File: src/rtl/calu_pkg.sv
// Package with widths, item types and the group carry types of the cascaded ALU.
package calu_pkg;

  localparam int WIDTH      = 16;
  localparam int SLICE_W    = 4;
  localparam int NUM_SLICES = WIDTH / SLICE_W;

  typedef struct packed {
    logic [WIDTH-1:0] a_operand;
    logic [WIDTH-1:0] b_operand;
    logic [3:0]       func;
    logic             logic_mode;
    logic             carry_in;
  } in_item_t;

  typedef struct packed {
    logic [WIDTH-1:0] result;
    logic             carry_out;
    logic             all_ones;
  } out_item_t;

  typedef struct packed {
    logic prop;
    logic gen;
  } grp_t;

endpackage

File: src/rtl/calu_in_if.sv
// Input channel interface carrying one operation item.
interface calu_in_if;
  logic                      valid;
  logic                      ready;
  logic [calu_pkg::WIDTH-1:0] a_operand;
  logic [calu_pkg::WIDTH-1:0] b_operand;
  logic [3:0]                func;
  logic                      logic_mode;
  logic                      carry_in;

  modport source (output valid, output a_operand, output b_operand, output func,
                  output logic_mode, output carry_in, input ready);
  modport sink (input valid, input a_operand, input b_operand, input func,
                input logic_mode, input carry_in, output ready);
endinterface

File: src/rtl/calu_out_if.sv
// Output channel interface carrying one result item.
interface calu_out_if;
  logic                      valid;
  logic                      ready;
  logic [calu_pkg::WIDTH-1:0] result;
  logic                      carry_out;
  logic                      all_ones;

  modport source (output valid, output result, output carry_out, output all_ones,
                  input ready);
  modport sink (input valid, input result, input carry_out, input all_ones,
                output ready);
endinterface

File: src/rtl/calu_slice.sv
// Four-bit function-select slice producing result bits and group propagate and generate.
module calu_slice (
  input  logic [calu_pkg::SLICE_W-1:0] a,
  input  logic [calu_pkg::SLICE_W-1:0] b,
  input  logic [3:0]                   func,
  input  logic                         logic_mode,
  input  logic                         cin,
  output logic [calu_pkg::SLICE_W-1:0] f,
  output calu_pkg::grp_t               grp
);

  logic [calu_pkg::SLICE_W-1:0] p;
  logic [calu_pkg::SLICE_W-1:0] g;
  logic [calu_pkg::SLICE_W:0]   c;
  logic [calu_pkg::SLICE_W-1:0] sum;

  always_comb begin
    p = a | (b & {calu_pkg::SLICE_W{func[0]}}) | (~b & {calu_pkg::SLICE_W{func[1]}});
    g = (a & b & {calu_pkg::SLICE_W{func[3]}}) | (a & ~b & {calu_pkg::SLICE_W{func[2]}});
    c[0] = cin;
    grp.prop = 1'b1;
    grp.gen = 1'b0;
    for (int j = 0; j < calu_pkg::SLICE_W; j++) begin
      sum[j] = p[j] ^ g[j] ^ c[j];
      c[j+1] = g[j] | (p[j] & c[j]);
      grp.gen = g[j] | (p[j] & grp.gen);
      grp.prop = grp.prop & p[j];
    end
    f = logic_mode ? ~(p ^ g) : sum;
  end

endmodule

File: src/rtl/calu_cla.sv
// Group carry lookahead unit forming the carry into each slice and the final carry.
module calu_cla (
  input  calu_pkg::grp_t [calu_pkg::NUM_SLICES-1:0] grp,
  input  logic                                      cin,
  output logic [calu_pkg::NUM_SLICES-1:0]           slice_cin,
  output logic                                      cout
);

  logic [calu_pkg::NUM_SLICES:0] c;

  always_comb begin
    c[0] = cin;
    for (int k = 0; k < calu_pkg::NUM_SLICES; k++) begin
      c[k+1] = grp[k].gen | (grp[k].prop & c[k]);
    end
    slice_cin = c[calu_pkg::NUM_SLICES-1:0];
    cout = c[calu_pkg::NUM_SLICES];
  end

endmodule

File: src/rtl/cascaded_alu_with_carry_lookahead.sv
// Top level of the cascaded 16-bit ALU with slice-level group carry lookahead.
// An accepted item waits in the input register; its result is held in the result register for res.
// Throughput is one item per cycle unless the receiver stalls, set by the single input-to-result pass.
// The result register takes a new item in the same cycle the previous result is taken.
// Synchronous active-high reset clears both valid flags; payload registers are not reset.
module cascaded_alu_with_carry_lookahead (
  input  logic       clk,
  input  logic       rst,
  calu_in_if.sink    op,
  calu_out_if.source res
);

  calu_pkg::in_item_t  in_reg;
  logic                in_valid;
  logic                in_ready;
  calu_pkg::out_item_t out_reg;
  logic                out_valid;
  logic                out_ready;
  calu_pkg::out_item_t out_next;

  calu_pkg::grp_t [calu_pkg::NUM_SLICES-1:0] grp;
  logic [calu_pkg::NUM_SLICES-1:0]           slice_cin;
  logic [calu_pkg::WIDTH-1:0]                f;
  logic                                      cout;

  assign out_ready = !out_valid || res.ready;
  assign in_ready  = !in_valid || out_ready;
  assign op.ready  = in_ready;

  always_ff @(posedge clk) begin
    if (rst) begin
      in_valid <= 1'b0;
    end else if (in_ready) begin
      in_valid <= op.valid;
    end
    if (in_ready && op.valid) begin
      in_reg.a_operand  <= op.a_operand;
      in_reg.b_operand  <= op.b_operand;
      in_reg.func       <= op.func;
      in_reg.logic_mode <= op.logic_mode;
      in_reg.carry_in   <= op.carry_in;
    end
  end

  for (genvar s = 0; s < calu_pkg::NUM_SLICES; s++) begin : g_slice
    calu_slice u_slice (
      .a          (in_reg.a_operand[s*calu_pkg::SLICE_W +: calu_pkg::SLICE_W]),
      .b          (in_reg.b_operand[s*calu_pkg::SLICE_W +: calu_pkg::SLICE_W]),
      .func       (in_reg.func),
      .logic_mode (in_reg.logic_mode),
      .cin        (slice_cin[s]),
      .f          (f[s*calu_pkg::SLICE_W +: calu_pkg::SLICE_W]),
      .grp        (grp[s])
    );
  end

  calu_cla u_cla (
    .grp       (grp),
    .cin       (in_reg.carry_in),
    .slice_cin (slice_cin),
    .cout      (cout)
  );

  always_comb begin
    out_next.result    = f;
    out_next.carry_out = cout;
    out_next.all_ones  = &f;
  end

  always_ff @(posedge clk) begin
    if (rst) begin
      out_valid <= 1'b0;
    end else if (out_ready) begin
      out_valid <= in_valid;
    end
    if (out_ready && in_valid) begin
      out_reg <= out_next;
    end
  end

  assign res.valid     = out_valid;
  assign res.result    = out_reg.result;
  assign res.carry_out = out_reg.carry_out;
  assign res.all_ones  = out_reg.all_ones;

endmodule

File: src/flat_wrapper.sv
// flat-port wrapper written by rule: the top's interface ports become plain ports
module cascaded_alu_with_carry_lookahead_flat 
  (clk, rst, op_valid, op_a_operand, op_b_operand, op_func, op_logic_mode, op_carry_in, op_ready, res_valid, res_result, res_carry_out, res_all_ones, res_ready);
  calu_in_if op_i ();
  calu_out_if res_i ();
  input  logic clk;
  input  logic rst;
  input wire logic [$bits(op_i.valid)-1:0] op_valid;
  input wire logic [$bits(op_i.a_operand)-1:0] op_a_operand;
  input wire logic [$bits(op_i.b_operand)-1:0] op_b_operand;
  input wire logic [$bits(op_i.func)-1:0] op_func;
  input wire logic [$bits(op_i.logic_mode)-1:0] op_logic_mode;
  input wire logic [$bits(op_i.carry_in)-1:0] op_carry_in;
  output wire logic [$bits(op_i.ready)-1:0] op_ready;
  output wire logic [$bits(res_i.valid)-1:0] res_valid;
  output wire logic [$bits(res_i.result)-1:0] res_result;
  output wire logic [$bits(res_i.carry_out)-1:0] res_carry_out;
  output wire logic [$bits(res_i.all_ones)-1:0] res_all_ones;
  input wire logic [$bits(res_i.ready)-1:0] res_ready;
  assign op_i.valid = op_valid;
  assign op_i.a_operand = op_a_operand;
  assign op_i.b_operand = op_b_operand;
  assign op_i.func = op_func;
  assign op_i.logic_mode = op_logic_mode;
  assign op_i.carry_in = op_carry_in;
  assign op_ready = op_i.ready;
  assign res_valid = res_i.valid;
  assign res_result = res_i.result;
  assign res_carry_out = res_i.carry_out;
  assign res_all_ones = res_i.all_ones;
  assign res_i.ready = res_ready;
  cascaded_alu_with_carry_lookahead u_core (.clk(clk), .rst(rst), .op(op_i), .res(res_i));
endmodule
File: config.mk
export PLATFORM = sky130hd
export DESIGN_NAME = cascaded_alu_with_carry_lookahead_flat
export DESIGN_NICKNAME = d
export VERILOG_FILES = /design/src/rtl/calu_pkg.sv /design/src/rtl/calu_in_if.sv /design/src/rtl/calu_out_if.sv /design/src/rtl/calu_slice.sv /design/src/rtl/calu_cla.sv /design/src/rtl/cascaded_alu_with_carry_lookahead.sv /design/src/flat_wrapper.sv
export SDC_FILE = /design/constraint.sdc
export NUM_CORES = 1
export LEC_CHECK = 0
export ABC_AREA = 1
export BUFFER_PORTS_ARGS = -buffer_cell sky130_fd_sc_hd__buf_4
export CAP_MARGIN = 10
export CORE_ASPECT_RATIO = 0.75
export CORE_UTILIZATION = 55
export DETAILED_ROUTE_END_ITERATION = 16
export GPL_ROUTABILITY_DRIVEN = 0
export PLACE_DENSITY = 0.85
export SYNTH_ARGS = -nofsm -noshare
export SYNTH_HDL_FRONTEND = slang
export SYNTH_SLANG_ARGS = --single-unit
File: constraint.sdc
create_clock -name clk -period 2.41 [get_ports clk]
set_input_delay 0.241 -clock clk [delete_from_list [all_inputs] [get_ports clk]]
set_output_delay 0.241 -clock clk [all_outputs]
set_load 0.005 [all_outputs]
==> impl_metrics.py <==
metrics = {
    "outcome": {
        "status": "completed",
    },
    "cts": {
        "cts_tree": "yes",
        "clk_pin_slew_worst_paths_ps": 60,
        "clock-sinks": 58,
        "htreeDepth": 3,
        "clockBufferDepth": 2,
        "cts_root_buf": "clkbuf_8",
        "numCtsBuffers": 9,
        "worstSkewPairLatency_ps": 340,
    },
    "critical_path": {
        "critPathKind": "reg2reg",
        "path_cells": "buf_6, buf_8, a21oi_4, o21ai_4, nand2_1, nand2_1, nand2_1, a21oi_2, nor2_2, nand2_2, nand2_2, nand2_2, o21ai_1, nand2_1, nor2_1, nand3_1, nor3_2",
        "crit_path_start_kind": "flip-flop",
        "end_kind": "flip-flop",
        "crit_top_cell": "nand2_1",
        "required_ps": 2580,
        "worst-r2r-setup-slack_ps": 20,
        "path_max_fanout": 7,
        "worst-endpoint-arrival_ps": 2560,
        "crit_slowest_cell": "edfxtp_1",
        "critical-path-max-stage-delay_ps": 460,
        "r2r_cells": 17,
    },
    "placement": {
        "placed_cell_area_um2": 3760,
        "port_buffers": 61,
        "place_ws_ps": 69.65,
        "dp_hpwl_um": 4499,
    },
    "power": {
        "leakagePower_nw": 1.966,
        "ir_drop_mv": 0.4045,
        "cellPowerDensity_nw_per_um2": 641.8,
    },
    "die": {
        "dieArea_um2": 6162,
        "die_h_um": 68.23,
        "die_width_um": 90.31,
        "fp-row-count": 23,
        "io_pins": 62,
        "start_util_pct": 58.52,
        "core_region_area_um2": 5497,
    },
    "logic_synthesis": {
        "synth_area_leaders": "edfxtp_1, nand2_1, inv_1, nor2_1, nand3_1",
        "synth_area_um2": 3217,
        "syn_inst": 368,
        "yosys.cell_count.top_type": "nand2_1",
        "synth_xor_area_share_pct": 0.5445,
        "synthFlopType": "edfxtp_1",
        "yosysWarnings": 0,
        "syn_avg_cell_area_um2": 8.741,
        "synthAdderAreaFrac_pct": 0,
        "synth_seq_cells": 58,
        "synthDistinctLibCells": 37,
        "synth-simple-area-share_pct": 27.19,
        "synth_edf_count": 56,
        "synthMuxAreaShare_pct": 0,
        "synth-compound-area-share_pct": 8.207,
        "yosysTopAreaCellShare_pct": 52.28,
        "yosysSeqAreaShare_pct": 53.52,
        "synth_top_family_by_area": "simple AND/OR/NAND/NOR gates",
        "async_flop_share_pct": 0,
        "syn_nets": 410,
        "synthTopCellsByCount": "nand2_1, inv_1, edfxtp_1",
        "synth_top_cell_by_area": "edfxtp_1",
    },
    "timing": {
        "finalCriticalPeriod_ps": 2386,
        "setup_ws_ps": 24.47,
        "hold_violations": 0,
        "max_freq_mhz": 419.2,
        "slew_headroom_pct": 68.69,
        "skew_ps": 8.823,
        "maxSlewViolCount": 0,
        "rsz0062_at_grt": "yes",
        "setup-violations-final": 0,
        "period_share_pct": 98.98,
        "timing_worst_slew_pin_value_ps": 463.6,
    },
    "routing": {
        "routed_wl_um": 6363,
        "wl_per_cell_um": 11.78,
        "drc": 0,
        "drt_iter0_markers": 199,
        "drt_pass1_iterations": 5,
        "vias": 2667,
        "ant_nets": 0,
        "vias_per_cell": 4.939,
    },
    "run": {
        "max_cap_violations": 0,
    },
    "global_route": {
        "grt_pass1_wl_um": 9756,
        "overflow": 0,
        "antenna_found_initial": 0,
        "grtUsageTotal_pct": 21.44,
        "grt_pass1_vias": 2187,
        "grt_max_degree": 39,
    },
    "layout": {
        "largest_reg_flops": 38,
        "final_nets": 502,
        "layout-drive-gt1-share_pct": 33.12,
        "area_growth_pct": 29.60,
        "antenna_cells": 0,
        "fin_area_um2": 4169,
    },
    "min_path": {
        "min_path_cells": 2,
        "worst_hold_path_type": "in2reg",
    },
}
## cells in the final DEF (no fill, tap or decap), types with 4 or more instances in the layout
| cell | n |
|---|---|
| nand3_1 | 18 |
| nand3_2 | 4 |
| o21ai_1 | 6 |
| nand4_1 | 7 |
| nor2_1 | 49 |
| edfxtp_1 | 56 |
| inv_1 | 57 |
| nand2_1 | 80 |
| buf_4 | 85 |
| nor2_2 | 8 |
| inv_2 | 6 |
| a21oi_1 | 11 |
| o21ai_0 | 6 |
| nand2_2 | 15 |
| clkbuf_8 | 9 |
| nor3_1 | 5 |
## per-layer routing
metal  vias to the layer above  share of wire [%]  track usage (%)
met1                      1170                 48            28.91
met4                         0                2.1            13.91
li1                       1378                  -                -
met5                         -                  0                0
met2                       107                 44            31.77
met3                        12                6.1            4.889
## final cells by class
cell class,instances,area (um^2)
clock buffer,10,127.6
clock inverter,6,81.33
fill,384,1328
inverter,66,257.7
multi-input combinational,237,1211
sequential,58,1722
tap,75,93.84
timing repair buffer,88,675.6
## per-stage QoR
stage	std cells	total power, W	setup TNS [ps]	utilization [%]	hold slack (ps)
floorplan	368	0.001548	0	-	310.1
global placement	507	0.001681	0	68.40	407.7
detailed placement	507	0.001697	0	68.40	412.7
CTS	523	0.002643	0	72.21	48.30
global route	540	0.002797	-304.7	75.85	51.44
finish	540	0.002676	0	75.85	65.23
## critical path: cells and delay by family (launching register included)
family	cells	cell delay [ps]
AND/OR/NAND/NOR	11	1080
buffers and inverters	2	300
flip-flops	1	460
AO/OA/AOI/OAI	4	400
## worst paths after layout
| path | start | end |
|---|---|---|
| worst max-delay path | u_core.in_reg[2] | u_core.res.all_ones |
| worst min-delay path | rst | u_core.in_valid |
| worst max register to register | u_core.in_reg[2] | u_core.res.all_ones |
| worst min register to register | u_core.in_valid | u_core.res.valid |
## timing repair
item,4_1_cts,5_1_grt
endpoints found under the hold margin,0,0
setup buffers,0,17
hold buffers,0,0
endpoints found under the setup margin,0,3
resized for setup,0,24
## logic make-up (layout without fill, tap and decap cells)
group | count (synthesis) | after routing
AOI/OAI and AO/OA | 39 | 39
DFF | 58 | 58
and+or+nand+nor | 196 | 196
xor gates and xnor gates | 2 | 2
buffers and inverters | 73 | 170
## report_power, final
part / switching (W) / internal [W]
sequential: 0.0000401 / 0.00119
combinational: 0.000282 / 0.000223
clock: 0.000367 / 0.000575
total: 0.000689 / 0.00199
Note: power is estimated with default switching activity, not from simulation.
